$ cat src/sv/assert_macros.svh
// Assertion macros shared by the parser RTL.
// Depends on nothing; simulation builds get the checks and synthesis builds get empty bodies.
`ifndef ASSERT_MACROS_SVH
`define ASSERT_MACROS_SVH
`ifndef SYNTHESIS
`define ASSERT_CLK(label, clk, rst, prop, msg) \
   label: assert property (@(posedge clk) disable iff (rst) (prop)) else $error(msg);
`define ASSERT_CLK_NORST(label, clk, prop, msg) \
   label: assert property (@(posedge clk) (prop)) else $error(msg);
`else
`define ASSERT_CLK(label, clk, rst, prop, msg)
`define ASSERT_CLK_NORST(label, clk, prop, msg)
`endif
`endif

$ cat src/sv/ccrp_pkg.sv
// Types and constants for the character class range parser.
// Used by ccrp_step and char_class_range_parser; depends on nothing.
package ccrp_pkg;

   typedef struct packed {
      logic [7:0] text_byte;
      logic       end_of_text;
   } req_type;

   typedef struct packed {
      logic [15:0] range_low;
      logic [15:0] range_high;
      logic        range_present;
      logic        class_negated;
      logic        leading_dash;
      logic        final_result;
      logic [1:0]  status;
   } rsp_type;

   typedef enum logic [2:0] {
      PH_START,
      PH_AFTER_CARET,
      PH_IDLE,
      PH_PENDING,
      PH_ESC,
      PH_HEX,
      PH_DRAIN
   } phase_type;

   typedef struct packed {
      phase_type   phase;
      logic [15:0] range_start;
      logic [15:0] code_accum;
      logic [1:0]  hex_cnt;
      logic        negated;
      logic        leading_dash;
      logic        reading_second;
   } state_type;

   typedef struct packed {
      logic    first_valid;
      rsp_type first_rsp;
      logic    second_valid;
      rsp_type second_rsp;
   } step_out_type;

   localparam state_type STATE_RESET = '{
      phase:          PH_START,
      range_start:    16'h0000,
      code_accum:     16'h0000,
      hex_cnt:        2'd0,
      negated:        1'b0,
      leading_dash:   1'b0,
      reading_second: 1'b0
   };

   localparam logic [1:0] STATUS_OK            = 2'd0;
   localparam logic [1:0] STATUS_DANGLING_ESC  = 2'd1;
   localparam logic [1:0] STATUS_BAD_HEX       = 2'd2;
   localparam logic [1:0] STATUS_TRAILING_DASH = 2'd3;

   localparam logic [7:0] CHAR_CARET  = 8'h5E;
   localparam logic [7:0] CHAR_DASH   = 8'h2D;
   localparam logic [7:0] CHAR_BSLASH = 8'h5C;
   localparam logic [7:0] CHAR_U      = 8'h75;
   localparam logic [7:0] CHAR_R      = 8'h72;
   localparam logic [7:0] CHAR_N      = 8'h6E;
   localparam logic [7:0] CHAR_T      = 8'h74;
   localparam logic [7:0] CHAR_V      = 8'h76;

   localparam logic [15:0] CODE_CR  = 16'd13;
   localparam logic [15:0] CODE_LF  = 16'd10;
   localparam logic [15:0] CODE_TAB = 16'd9;
   localparam logic [15:0] CODE_VT  = 16'd11;

   // Count value held while the fourth hex digit arrives.
   localparam logic [1:0] HEX_LAST = 2'd3;

   localparam int RSP_DEPTH = 4;
   localparam int PTR_W     = 2;
   localparam int CNT_W     = 3;

endpackage

$ cat src/sv/ccrp_step.sv
// Next-state and result logic for one byte of the class body.
// Depends on ccrp_pkg; purely combinational, used by char_class_range_parser.
module ccrp_step (
   input  ccrp_pkg::state_type    cur_state,
   input  ccrp_pkg::req_type      item,
   output ccrp_pkg::state_type    next_state,
   output ccrp_pkg::step_out_type results
);
   import ccrp_pkg::*;

   // Returns {valid, value}.
   function automatic logic [4:0] hex_decode(input logic [7:0] b);
      logic [4:0] r;
      r = 5'b0_0000;
      if (b >= 8'h30 && b <= 8'h39) begin
         r = {1'b1, b[3:0]};
      end else if ((b >= 8'h61 && b <= 8'h66) || (b >= 8'h41 && b <= 8'h46)) begin
         r = {1'b1, b[3:0] + 4'd9};
      end
      return r;
   endfunction

   state_type   nx;
   logic        last;
   logic        begin_char;
   logic        done_char;
   logic        pend_emit;
   logic        drain_after;
   logic [15:0] cval;
   logic [4:0]  hexd;
   logic        ev;
   logic [15:0] elo;
   logic [15:0] ehi;
   logic        epres;
   logic        efin;
   logic [1:0]  estat;
   rsp_type     main_rsp;
   rsp_type     pend_rsp;

   assign last = item.end_of_text;
   assign hexd = hex_decode(item.text_byte);

   always_comb begin
      nx          = cur_state;
      begin_char  = 1'b0;
      done_char   = 1'b0;
      pend_emit   = 1'b0;
      drain_after = 1'b0;
      cval        = 16'h0000;
      ev          = 1'b0;
      elo         = 16'h0000;
      ehi         = 16'h0000;
      epres       = 1'b0;
      efin        = 1'b1;
      estat       = STATUS_OK;

      case (cur_state.phase)
         PH_START: begin
            if (item.text_byte == CHAR_CARET) begin
               nx.negated = 1'b1;
               if (last) ev = 1'b1;
               else nx.phase = PH_AFTER_CARET;
            end else if (item.text_byte == CHAR_DASH) begin
               nx.leading_dash = 1'b1;
               if (last) ev = 1'b1;
               else nx.phase = PH_IDLE;
            end else begin
               nx.phase   = PH_IDLE;
               begin_char = 1'b1;
            end
         end
         PH_AFTER_CARET: begin
            if (item.text_byte == CHAR_DASH) begin
               nx.leading_dash = 1'b1;
               if (last) ev = 1'b1;
               else nx.phase = PH_IDLE;
            end else begin
               begin_char = 1'b1;
            end
         end
         PH_IDLE: begin
            begin_char = 1'b1;
         end
         PH_PENDING: begin
            if (item.text_byte == CHAR_DASH) begin
               if (last) begin
                  ev    = 1'b1;
                  estat = STATUS_TRAILING_DASH;
               end else begin
                  nx.reading_second = 1'b1;
                  nx.phase          = PH_IDLE;
               end
            end else begin
               // The held char was a single; it leaves ahead of this byte's result.
               pend_emit  = 1'b1;
               nx.phase   = PH_IDLE;
               begin_char = 1'b1;
            end
         end
         PH_ESC: begin
            if (item.text_byte == CHAR_U) begin
               if (last) begin
                  ev    = 1'b1;
                  estat = STATUS_DANGLING_ESC;
               end else begin
                  nx.code_accum = 16'h0000;
                  nx.hex_cnt    = 2'd0;
                  nx.phase      = PH_HEX;
               end
            end else begin
               done_char = 1'b1;
               case (item.text_byte)
                  CHAR_R:  cval = CODE_CR;
                  CHAR_N:  cval = CODE_LF;
                  CHAR_T:  cval = CODE_TAB;
                  CHAR_V:  cval = CODE_VT;
                  default: cval = {8'h00, item.text_byte};
               endcase
            end
         end
         PH_HEX: begin
            if (!hexd[4]) begin
               ev          = 1'b1;
               estat       = STATUS_BAD_HEX;
               drain_after = !last;
            end else begin
               nx.code_accum = {cur_state.code_accum[11:0], hexd[3:0]};
               if (cur_state.hex_cnt == HEX_LAST) begin
                  nx.hex_cnt = 2'd0;
                  done_char  = 1'b1;
                  cval       = nx.code_accum;
               end else begin
                  nx.hex_cnt = cur_state.hex_cnt + 2'd1;
                  if (last) begin
                     ev    = 1'b1;
                     estat = STATUS_DANGLING_ESC;
                  end
               end
            end
         end
         PH_DRAIN: begin
            if (last) nx = STATE_RESET;
         end
         default: begin
            nx = STATE_RESET;
         end
      endcase

      if (begin_char) begin
         if (item.text_byte == CHAR_BSLASH) begin
            if (last) begin
               ev    = 1'b1;
               estat = STATUS_DANGLING_ESC;
            end else begin
               nx.phase = PH_ESC;
            end
         end else begin
            done_char = 1'b1;
            cval      = {8'h00, item.text_byte};
         end
      end

      if (done_char) begin
         if (nx.reading_second) begin
            nx.reading_second = 1'b0;
            nx.phase          = PH_IDLE;
            ev                = 1'b1;
            elo               = nx.range_start;
            ehi               = cval;
            epres             = 1'b1;
            efin              = last;
         end else if (last) begin
            ev    = 1'b1;
            elo   = cval;
            ehi   = cval;
            epres = 1'b1;
         end else begin
            nx.range_start = cval;
            nx.phase       = PH_PENDING;
         end
      end

      // Flags are sampled before a final result wipes the class state.
      main_rsp = '{
         range_low:     elo,
         range_high:    ehi,
         range_present: epres,
         class_negated: nx.negated,
         leading_dash:  nx.leading_dash,
         final_result:  efin,
         status:        estat
      };
      pend_rsp = '{
         range_low:     cur_state.range_start,
         range_high:    cur_state.range_start,
         range_present: 1'b1,
         class_negated: cur_state.negated,
         leading_dash:  cur_state.leading_dash,
         final_result:  1'b0,
         status:        STATUS_OK
      };

      if (pend_emit) begin
         results = '{first_valid: 1'b1, first_rsp: pend_rsp,
                     second_valid: ev, second_rsp: main_rsp};
      end else begin
         results = '{first_valid: ev, first_rsp: main_rsp,
                     second_valid: 1'b0, second_rsp: main_rsp};
      end

      if (ev && efin) begin
         nx = STATE_RESET;
         if (drain_after) nx.phase = PH_DRAIN;
      end

      next_state = nx;
   end

endmodule

$ cat src/sv/char_class_range_parser.sv
// Top level of the bracket character class range parser.
// Depends on ccrp_pkg, ccrp_step and assert_macros.svh.
//
// Usage: bytes of a class body enter on the req_ channel, one item per byte, with
// end_of_text set on the last byte. Ranges leave on the rsp_ channel in order; the
// last result of a class has final_result set, and an error ends the class at once.
// An item is taken at a clock edge where its valid is high and its stall is low.
// A byte taken at an edge is held in the input stage and decoded from there once the queue
// has room; its results are written to the result queue, which drives rsp_.
// Throughput: one byte per cycle while the receiver keeps up; a byte that closes a
// held single yields a second result, and both results leave rsp_ in turn. The
// four-entry result queue behind the decode stage sets this: decoding waits until
// two slots are free. Reset is synchronous: it empties the input stage and the queue
// and starts a new class. When rsp_stall is high the queue fills; once it holds three
// or more results the byte in the input stage waits and req_stall rises. How many
// bytes get in before that depends on how many results they cause; nothing is dropped.
`include "assert_macros.svh"

module char_class_range_parser (
   input  logic              clock,
   input  logic              reset,
   input  logic              req_valid,
   output logic              req_stall,
   input  ccrp_pkg::req_type req_data,
   output logic              rsp_valid,
   input  logic              rsp_stall,
   output ccrp_pkg::rsp_type rsp_data
);
   import ccrp_pkg::*;

   logic             s1_valid_ff;
   logic             s1_valid_in;
   req_type          s1_item_ff;
   state_type        state_ff;
   state_type        state_in;
   state_type        step_next;
   step_out_type     step_res;
   rsp_type          rsp_mem_ff [RSP_DEPTH];
   logic [PTR_W-1:0] rd_ptr_ff;
   logic [PTR_W-1:0] rd_ptr_in;
   logic [PTR_W-1:0] wr_ptr_ff;
   logic [PTR_W-1:0] wr_ptr_in;
   logic [PTR_W-1:0] wr_ptr_next;
   logic [CNT_W-1:0] count_ff;
   logic [CNT_W-1:0] count_in;
   logic             fire;
   logic             accept;
   logic             push0;
   logic             push1;
   logic             pop;

   ccrp_step u_step (
      .cur_state  (state_ff),
      .item       (s1_item_ff),
      .next_state (step_next),
      .results    (step_res)
   );

   // Decode only when the queue can take both possible results.
   assign fire      = s1_valid_ff && (count_ff <= CNT_W'(RSP_DEPTH - 2));
   assign req_stall = s1_valid_ff && !fire;
   assign accept    = req_valid && !req_stall;
   assign s1_valid_in = accept || (s1_valid_ff && !fire);

   assign push0 = fire && step_res.first_valid;
   assign push1 = fire && step_res.second_valid;
   assign pop   = rsp_valid && !rsp_stall;

   assign state_in    = fire ? step_next : state_ff;
   assign wr_ptr_next = wr_ptr_ff + PTR_W'(1);
   assign wr_ptr_in   = wr_ptr_ff + PTR_W'(push0) + PTR_W'(push1);
   assign rd_ptr_in   = rd_ptr_ff + PTR_W'(pop);
   assign count_in    = count_ff + CNT_W'(push0) + CNT_W'(push1) - CNT_W'(pop);

   assign rsp_valid = (count_ff != '0);
   assign rsp_data  = rsp_mem_ff[rd_ptr_ff];

   always_ff @(posedge clock) begin
      if (reset) begin
         s1_valid_ff <= 1'b0;
         state_ff    <= STATE_RESET;
         rd_ptr_ff   <= '0;
         wr_ptr_ff   <= '0;
         count_ff    <= '0;
      end else begin
         s1_valid_ff <= s1_valid_in;
         state_ff    <= state_in;
         rd_ptr_ff   <= rd_ptr_in;
         wr_ptr_ff   <= wr_ptr_in;
         count_ff    <= count_in;
      end
   end

   always_ff @(posedge clock) begin
      if (accept) begin
         s1_item_ff <= req_data;
      end
   end

   always_ff @(posedge clock) begin
      if (push0) begin
         rsp_mem_ff[wr_ptr_ff] <= step_res.first_rsp;
      end
      if (push1) begin
         rsp_mem_ff[wr_ptr_next] <= step_res.second_rsp;
      end
   end

   `ASSERT_CLK(a_queue_bound, clock, reset,
      count_ff <= CNT_W'(RSP_DEPTH),
      "result queue overflow")
   `ASSERT_CLK(a_hex_count_phase, clock, reset,
      (state_ff.hex_cnt != 2'd0) |-> (state_ff.phase == PH_HEX),
      "hex digit count outside hex escape")
   `ASSERT_CLK(a_second_phase, clock, reset,
      state_ff.reading_second |-> ((state_ff.phase == PH_IDLE) ||
         (state_ff.phase == PH_ESC) || (state_ff.phase == PH_HEX)),
      "range end expected in wrong phase")
   `ASSERT_CLK(a_final_restarts, clock, reset,
      ((push0 && step_res.first_rsp.final_result) ||
         (push1 && step_res.second_rsp.final_result)) |=>
         ((state_ff.phase == PH_START) || (state_ff.phase == PH_DRAIN)),
      "class state not restarted after final result")
   `ASSERT_CLK(a_empty_stays_empty, clock, reset,
      ((count_ff == '0) && !fire) |=> !rsp_valid,
      "result appeared without a decode")

endmodule

$ cat config.mk
export PLATFORM = sky130hd
export DESIGN_NAME = char_class_range_parser
export DESIGN_NICKNAME = d
export VERILOG_FILES = /design/src/sv/ccrp_pkg.sv /design/src/sv/ccrp_step.sv /design/src/sv/char_class_range_parser.sv
export VERILOG_INCLUDE_DIRS = /design/src /design/src/sv
export SDC_FILE = /design/constraint.sdc
export NUM_CORES = 1
export LEC_CHECK = 0
export BUFFER_PORTS_ARGS = -buffer_cell sky130_fd_sc_hd__buf_2
export CAP_MARGIN = 20
export CORE_UTILIZATION = 30
export DETAILED_ROUTE_END_ITERATION = 7
export SKIP_LAST_GASP = 1
export SYNTH_ARGS = -nofsm -noshare
export SYNTH_HDL_FRONTEND = slang
export SYNTH_SLANG_ARGS = --single-unit
$ cat constraint.sdc
create_clock -name clock -period 8.5 [get_ports clock]
set_clock_uncertainty 0.1 [all_clocks]
set_input_delay 2.125 -clock clock [delete_from_list [all_inputs] [get_ports clock]]
set_output_delay 2.125 -clock clock [all_outputs]
set_load 0.02 [all_outputs]
==> results of run 1 <==
## cell type report
cell class	count	area, um^2	share of cell area
clock buffers	34	678.2	0.05730
clock inverters	9	82.58	0.006977
inverters	15	56.30	0.004757
multi-input cells	492	4369	0.3692
flip-flops and latches	205	5718	0.4831
well taps	448	560.5	0.04736
repair buffers	65	370.4	0.03129
## metrics by stage
step	utilization	instance area (um^2)	hold WS, ps	power (mW)
6_report	0.3503	11840	391.5	2.861
5_1_grt	0.3503	11840	424.0	2.985
4_1_cts	0.3497	11820	394.2	2.891
3_5_place_dp	0.3272	11050	380.8	1.896
3_3_place_gp	0.3270	11050	376.0	1.891
2_1_floorplan	-	10370	349.8	1.688
## power by group through the flow
stage | Clock, mW | Combinational [mW] | Sequential [mW]
6_report | 0.996 | 0.680 | 1.18
4_1_cts | 1.01 | 0.695 | 1.18
5_1_grt | 1.05 | 0.740 | 1.19
2_1_floorplan | 0 | 0.513 | 1.17
3_5_place_dp | 0 | 0.691 | 1.20
3_3_place_gp | 0 | 0.687 | 1.20
## Yosys cell counts (all sizes together), types with 7 or more instances
cell type / instances
a21o: 7
a21oi: 24
a22o: 32
a22oi: 7
buf: 35
clkbuf: 22
dfxtp: 44
edfxtp: 161
ha: 9
inv: 15
mux2: 97
mux4: 38
nand2: 30
nand3: 12
nor2: 61
nor3: 15
o21a: 16
o21ai: 17
o22ai: 7
o2bb2ai: 10
o31ai: 10
or2: 8
## worst min-delay path by stage
stage                            from           to  slack, ps  cells after the start
final                     state_ff[3]  state_ff[3]        390                      1
after global routing      state_ff[3]  state_ff[3]        420                      1
after CTS                 state_ff[3]  state_ff[3]        390                      1
after detailed placement  state_ff[3]  state_ff[3]        380                      1
after global placement    state_ff[3]  state_ff[3]        380                      1
after floorplan           state_ff[6]  state_ff[6]        350                      1
## state kept, by name, summed over array words and instances (netlist names)
signal	flops
rsp_mem_ff	152
state_ff	36
s1_item_ff	9
count_ff	3
rd_ptr_ff	2
wr_ptr_ff	2
s1_valid_ff	1
## layout by cell type (no fill, tap or decap), types with 5 or more instances in the layout
| cell | synthesis | routed |
|---|---|---|
| edfxtp_1 | 161 | 161 |
| mux2_2 | 97 | 97 |
| nor2_1 | 59 | 59 |
| buf_2 | 16 | 52 |
| dfxtp_1 | 44 | 42 |
| mux4_2 | 38 | 38 |
| a22o_1 | 32 | 32 |
| nand2_1 | 30 | 30 |
| clkbuf_16 | 0 | 24 |
| a21oi_1 | 22 | 22 |
| o21a_1 | 16 | 16 |
| inv_1 | 15 | 15 |
| nor3_1 | 15 | 15 |
| o21ai_0 | 14 | 14 |
| nand3_1 | 12 | 12 |
| buf_4 | 1 | 12 |
| o2bb2ai_1 | 10 | 10 |
| ha_1 | 9 | 9 |
| o31ai_1 | 8 | 8 |
| or2_2 | 6 | 7 |
| a22oi_1 | 7 | 7 |
| o22ai_1 | 7 | 7 |
| nor2b_1 | 6 | 6 |
| nor4_1 | 6 | 6 |
| clkbuf_1 | 22 | 6 |
| a21o_1 | 7 | 5 |
| o31a_1 | 5 | 5 |
| nand4_1 | 5 | 5 |
| a211oi_1 | 5 | 5 |
| xnor2_1 | 5 | 5 |
| clkinv_2 | 0 | 5 |
## per-layer routing
layer	up-vias	routed length, um	track usage	share of wire
met2	197	12800	0.2490	0.49
met1	3376	11430	0.1937	0.44
li1	3085	-	-	-
met5	-	0	0	0
met3	45	1377	0.02751	0.053
met4	0	586	0.03877	0.022
## critical path, stage by stage (launching register included)
cell and delay (ps):
edfxtp_1 520, inv_1 180, ha_1 320, nand4b_1 220
a2111oi_4 510, o31a_1 340, a21o_1 740, nand3_1 230
o21ai_0 340, ha_1 180, inv_1 50, fa_1 380
fa_1 390, xor2_1 180, nor2_1 50
## logic make-up after synthesis
kind of cell | Yosys count | share of synthesized area
buffers and inverters | 72 | 0.02980
muxes | 136 | 0.1888
DFF | 205 | 0.5511
and+or+nand+nor | 176 | 0.08638
adders and majority gates | 12 | 0.01665
AOI/OAI and AO/OA | 162 | 0.1222
xor gates and xnor gates | 6 | 0.005067
==> results.tsv, run 1 <==
stage	metric	value	unit
status	status	completed	
floorplanning	initial_utilization	0.3070	
detailed_routing	final_antenna_net_count	0	
pwr	p_sw	855.5	uW
sta	hold_violations	0	
yosys	synth_edf_count	161	
pwr	leakagePower	3.991	nW
place	post-place-ws	3684	ps
final_layout	syn2layout_area_growth	14.12	%
global_route	antenna_found_initial	0	
global_route	first_global_vias	6704	
pwr	combPwrFrac	0.238	
floorplanning	ios	53	
sta	maxSlewHeadroom	0.2229	
pwr	power.share.clock	0.348	
clock_tree	cts_buffers	24	
sta	fin_ws	3662	ps
clock_tree	clock_latency	520	ps
clock_tree	clockBufferDepth	3	
critical_path	crit_path_start_kind	register	
floorplanning	fp.dieArea	35320	um^2
sta	timing.fmax	0.2067	GHz
yosys	netlist.area_leader.share	0.4662	
clock_tree	cts_root_buf	clkbuf_16	
sta	tns	0	ps
sta	worstMarginPinSlew	1157	ps
detailed_routing	wire_per_inst	20.66	um
detailed_routing	drc_errors	0	
critical_path	worstSetupEndpoint	count_ff[2]	
critical_path	end_kind	register	
detailed_routing	drt_iter0_drc	697	
pwr	netSwitchingFraction	0.2990	
final_layout	n_antenna_cell	0	
place	gp_congestion	0.8791	
clock_tree	htree_levels	1	
place	dp_cells	1224	
sta	setup_viol	0	
detailed_routing	vias_per_cell	5.286	
floorplanning	coreArea	33780	um^2
clock_tree	cts_resized	0	
yosys	ys_ff_latch	205	
sta	rsz0062_at_grt	false	
global_route	overflow	0	
yosys	syn_area_per_cell	13.49	um^2
pwr	peakVddDrop	0.1288	mV
critical_path	startpoint	s1_item_ff[1]	
hold_path	worstHoldPathType	register to register	
critical_path	rrSetupSlack	3660	ps
final_layout	drive_gt1_frac	0.3195	
clock_tree	holdBufCountCts	0	
clock_tree	cts_tree	built	
critical_path	crit_arrival	5130	ps
detailed_routing	first_pass_iters	5	
final_layout	fin_cells	1268	
yosys	synth_ff_type	edfxtp_1	
yosys	yosys_warnings	0	
final_layout	nets	828	
critical_path	r2r_end	count_ff[2]	
yosys	syn_area	10370	um^2
yosys	yosysTopAreaCell	edfxtp_1	
yosys	ys_async_sr_fraction	0	
floorplanning	core.rowCount	67	
floorplanning	die_y	187.9	um
global_route	grt_pass1_wl	40320	um
pwr	seq_power_share	0.414	
critical_path	ff2ff_path_depth	14	
yosys	synth_fp_nets	794	
yosys	synth_cell_types	71	
critical_path	cp_max_fo	22	
place	port_buffers	52	
sta	fin_crit_sh	0.5691	
global_route	grt_max_degree	40	
clock_tree	clk_pin_slew	60	ps
floorplanning	die_w	187.9	um
pwr	p_int	2.005	mW
sta	min_period	4838	ps
pwr	powerDensity	241.7	nW/um^2
detailed_routing	num_vias	6703	
run	maxCapViolCount	0	
global_route	grt_usage	0.1476	
yosys	synthTopCellsByArea	edfxtp_1 (47%), mux2_2 (11%), dfxtp_1 (8.5%)	
critical_path	crit_required	8790	ps
detailed_routing	drt-total-wl	26190	um
sta	final_max_slew_viol_count	0	
final_layout	fillers	3289	
place	hpwl	16890	um
clock_tree	cts_setup_buffers	0	
clock_tree	clkSinkCount	205	
yosys	yosysSeqAreaShare	0.5511	
yosys	syn-instance-count	769	
critical_path	crit_type	register to register	
critical_path	reg2reg_from	s1_item_ff[1]	
Power figures use the tool's default switching activity.
==> inputs of run 2 (changes only) <==
Clock period 8.5 ns to 4.35 ns, I/O delays scaled along.
==> results.tsv, run 2 (synthesis gave the netlist of run 1 again) <==
stage	metric	value	unit	change
sta	tns	0	ps	unchanged
sta	min_period	3996	ps	-842.2 ps
sta	fin_crit_sh	0.9185		+0.3494
critical_path	worst_path_dominant_cell_family	adder cells		
sta	rsz0062_at_grt	false		
global_route	grt_pass1_wl	40710	um	+0.96%
sta	hold_violations	0		unchanged
floorplanning	initial_utilization	0.3070		unchanged
sta	maxSlewHeadroom	0.3214		+0.09846
sta	setup_viol	0		unchanged
critical_path	crit_slowest_cell	a2111oi_1		
sta	final_max_slew_viol_count	0		unchanged
critical_path	crit_type	register to register		
status	status	completed		
final_layout	reg.largest.list	rsp_mem_ff x152, state_ff x36, s1_item_ff x9		
detailed_routing	num_vias	6798		+1.4%
clock_tree	cts_buffers	24		unchanged
critical_path	cp_max_fo	6		-73%
pwr	powerDensity	470.5	nW/um^2	+95%
clock_tree	htree_levels	1		unchanged
clock_tree	holdBufCountCts	0		unchanged
detailed_routing	drt_iter0_drc	636		-8.8%
clock_tree	clk_pin_slew	60	ps	about the same
floorplanning	ios	53		unchanged
place	dp_cells	1250		+2.1%
critical_path	end_kind	register		
detailed_routing	drc_errors	0		unchanged
detailed_routing	wire_per_inst	20.09	um	-2.7%
hold_path	worstHoldPathType	register to register		
critical_path	crit_path_start_kind	register		
global_route	grt_usage	0.1481		+0.0005400
critical_path	path_buf_inv	2		unchanged
critical_path	critPathMaxStageDelay	540	ps	-200 ps
final_layout	top_register	rsp_mem_ff		
global_route	antenna_found_initial	0		unchanged
final_layout	nets	854		+3.1%
sta	worstMarginPinSlew	1014	ps	-142.5 ps
critical_path	crit_required	4650	ps	-4140 ps
clock_tree	cts_tree	built		
final_layout	fin_cells	1296		+2.2%
place	port_buffers	52		unchanged
detailed_routing	first_pass_iters	5		unchanged
floorplanning	coreArea	33780	um^2	unchanged
pwr	peakVddDrop	0.2585	mV	+100%
floorplanning	die_w	187.9	um	unchanged
final_layout	final_common_cell	edfxtp_1		
final_layout	syn2layout_area_growth	17.40	%	
final_layout	largest_register_ffs	152		unchanged
detailed_routing	drt-total-wl	26040	um	-0.58%
place	gp_congestion	0.8965		+2.0%
final_layout	most-common-layout-cells	edfxtp_1 (161), mux2_2 (97), nor2_1 (59)		
final_layout	utilization	0.3604		+0.01007
global_route	grt_max_degree	39		-2.5%
pwr	leakagePower	4.176	nW	+4.6%
place	hpwl	17010	um	+0.75%
critical_path	crit_arrival	4290	ps	-840 ps
floorplanning	core.rowCount	67		unchanged
detailed_routing	final_antenna_net_count	0		unchanged
critical_path	path_cells	inv_1 -> ha_1 -> nand4bb_1 -> or2_1 -> a2111oi_1 -> o31ai_2 -> nand3_1 -> o21ai_0 -> ha_1 -> inv_1 -> fa_1 -> fa_1 -> xor2_1 -> nor2_1		
floorplanning	fp.dieArea	35320	um^2	unchanged
critical_path	rrSetupSlack	350	ps	-3310 ps
global_route	overflow	0		unchanged
clock_tree	clkSinkCount	205		unchanged
place	place_area	11350	um^2	+2.7%
floorplanning	die_y	187.9	um	unchanged
pwr	power.total	5.728	mW	+100%
final_layout	fin_area	12180	um^2	+2.9%
clock_tree	cts_root_buf	clkbuf_16		
sta	timing.fmax	0.2503	GHz	+21%
clock_tree	clockBufferDepth	3		unchanged
global_route	first_global_vias	6720		+0.24%
final_layout	fillers	3264		-0.76%
detailed_routing	vias_per_cell	5.245		-0.77%
final_layout	drive_gt1_frac	0.3447		+0.02523
clock_tree	clock_latency	520	ps	about the same
run	maxCapViolCount	0		unchanged
[run 2: cell types whose count changed in the layout (fill, tap and decap cells not counted), sizes merged, moves of 2 or more]
cell,previous run,this run
clkinv,7,12
bufinv,1,3
inv,15,17
clkbuf,34,27
buf,65,90
[run 2: where the power goes]
part | internal (mW) | total [mW] | leakage, nW | switching, mW
registers | 2.22 | 2.31 | 1.79 | 0.0880
logic | 0.594 | 1.38 | 1.98 | 0.790
clock network | 1.22 | 2.03 | 0.402 | 0.816
[run 2: repair_timing]
item / in CTS / in global routing
setup endpoints to repair: 0 / 2
gates resized for setup: 0 / 2
buffers inserted: 0 / 0
[run 2: area by class of cell]
cell class / instances / area [um^2] / share of cell area
Timing Repair Buffer: 91 / 658.1 / 0.05405
Multi-Input combinational cell: 492 / 4374 / 0.3593
Inverter: 15 / 56.30 / 0.004624
Tap cell: 448 / 560.5 / 0.04604
Clock buffer: 27 / 621.8 / 0.05107
Clock inverter: 17 / 183.9 / 0.01511
Sequential cell: 205 / 5718 / 0.4696
Antenna cell: 1 / 2.502 / 0.0002055
[run 2: layer usage]
| metal | global-route usage | wire length [um] |
|---|---|---|
| met3 | 0.02452 | 1435 |
| met4 | 0.03189 | 461 |
| met2 | 0.2396 | 12370 |
| met1 | 0.2078 | 11770 |
| met5 | 0 | 0 |
[run 2: final timing paths]
| check | from | endpoint | depth (start not counted) |
|---|---|---|---|
| max reg2reg | s1_item_ff[2] | count_ff[2] | 14 |
| min reg2reg | state_ff[3] | state_ff[3] | 1 |
| max | s1_item_ff[2] | count_ff[2] | 14 |
| min | state_ff[3] | state_ff[3] | 1 |
[run 2: per-stage QoR]
step,setup slack (ps),hold slack [ps]
CTS,256.1,400.6
detailed placement,267.2,378.3
global route,98.10,439.8
floorplan,55.25,349.8
finish,354.5,407.6
global placement,447.1,374.8
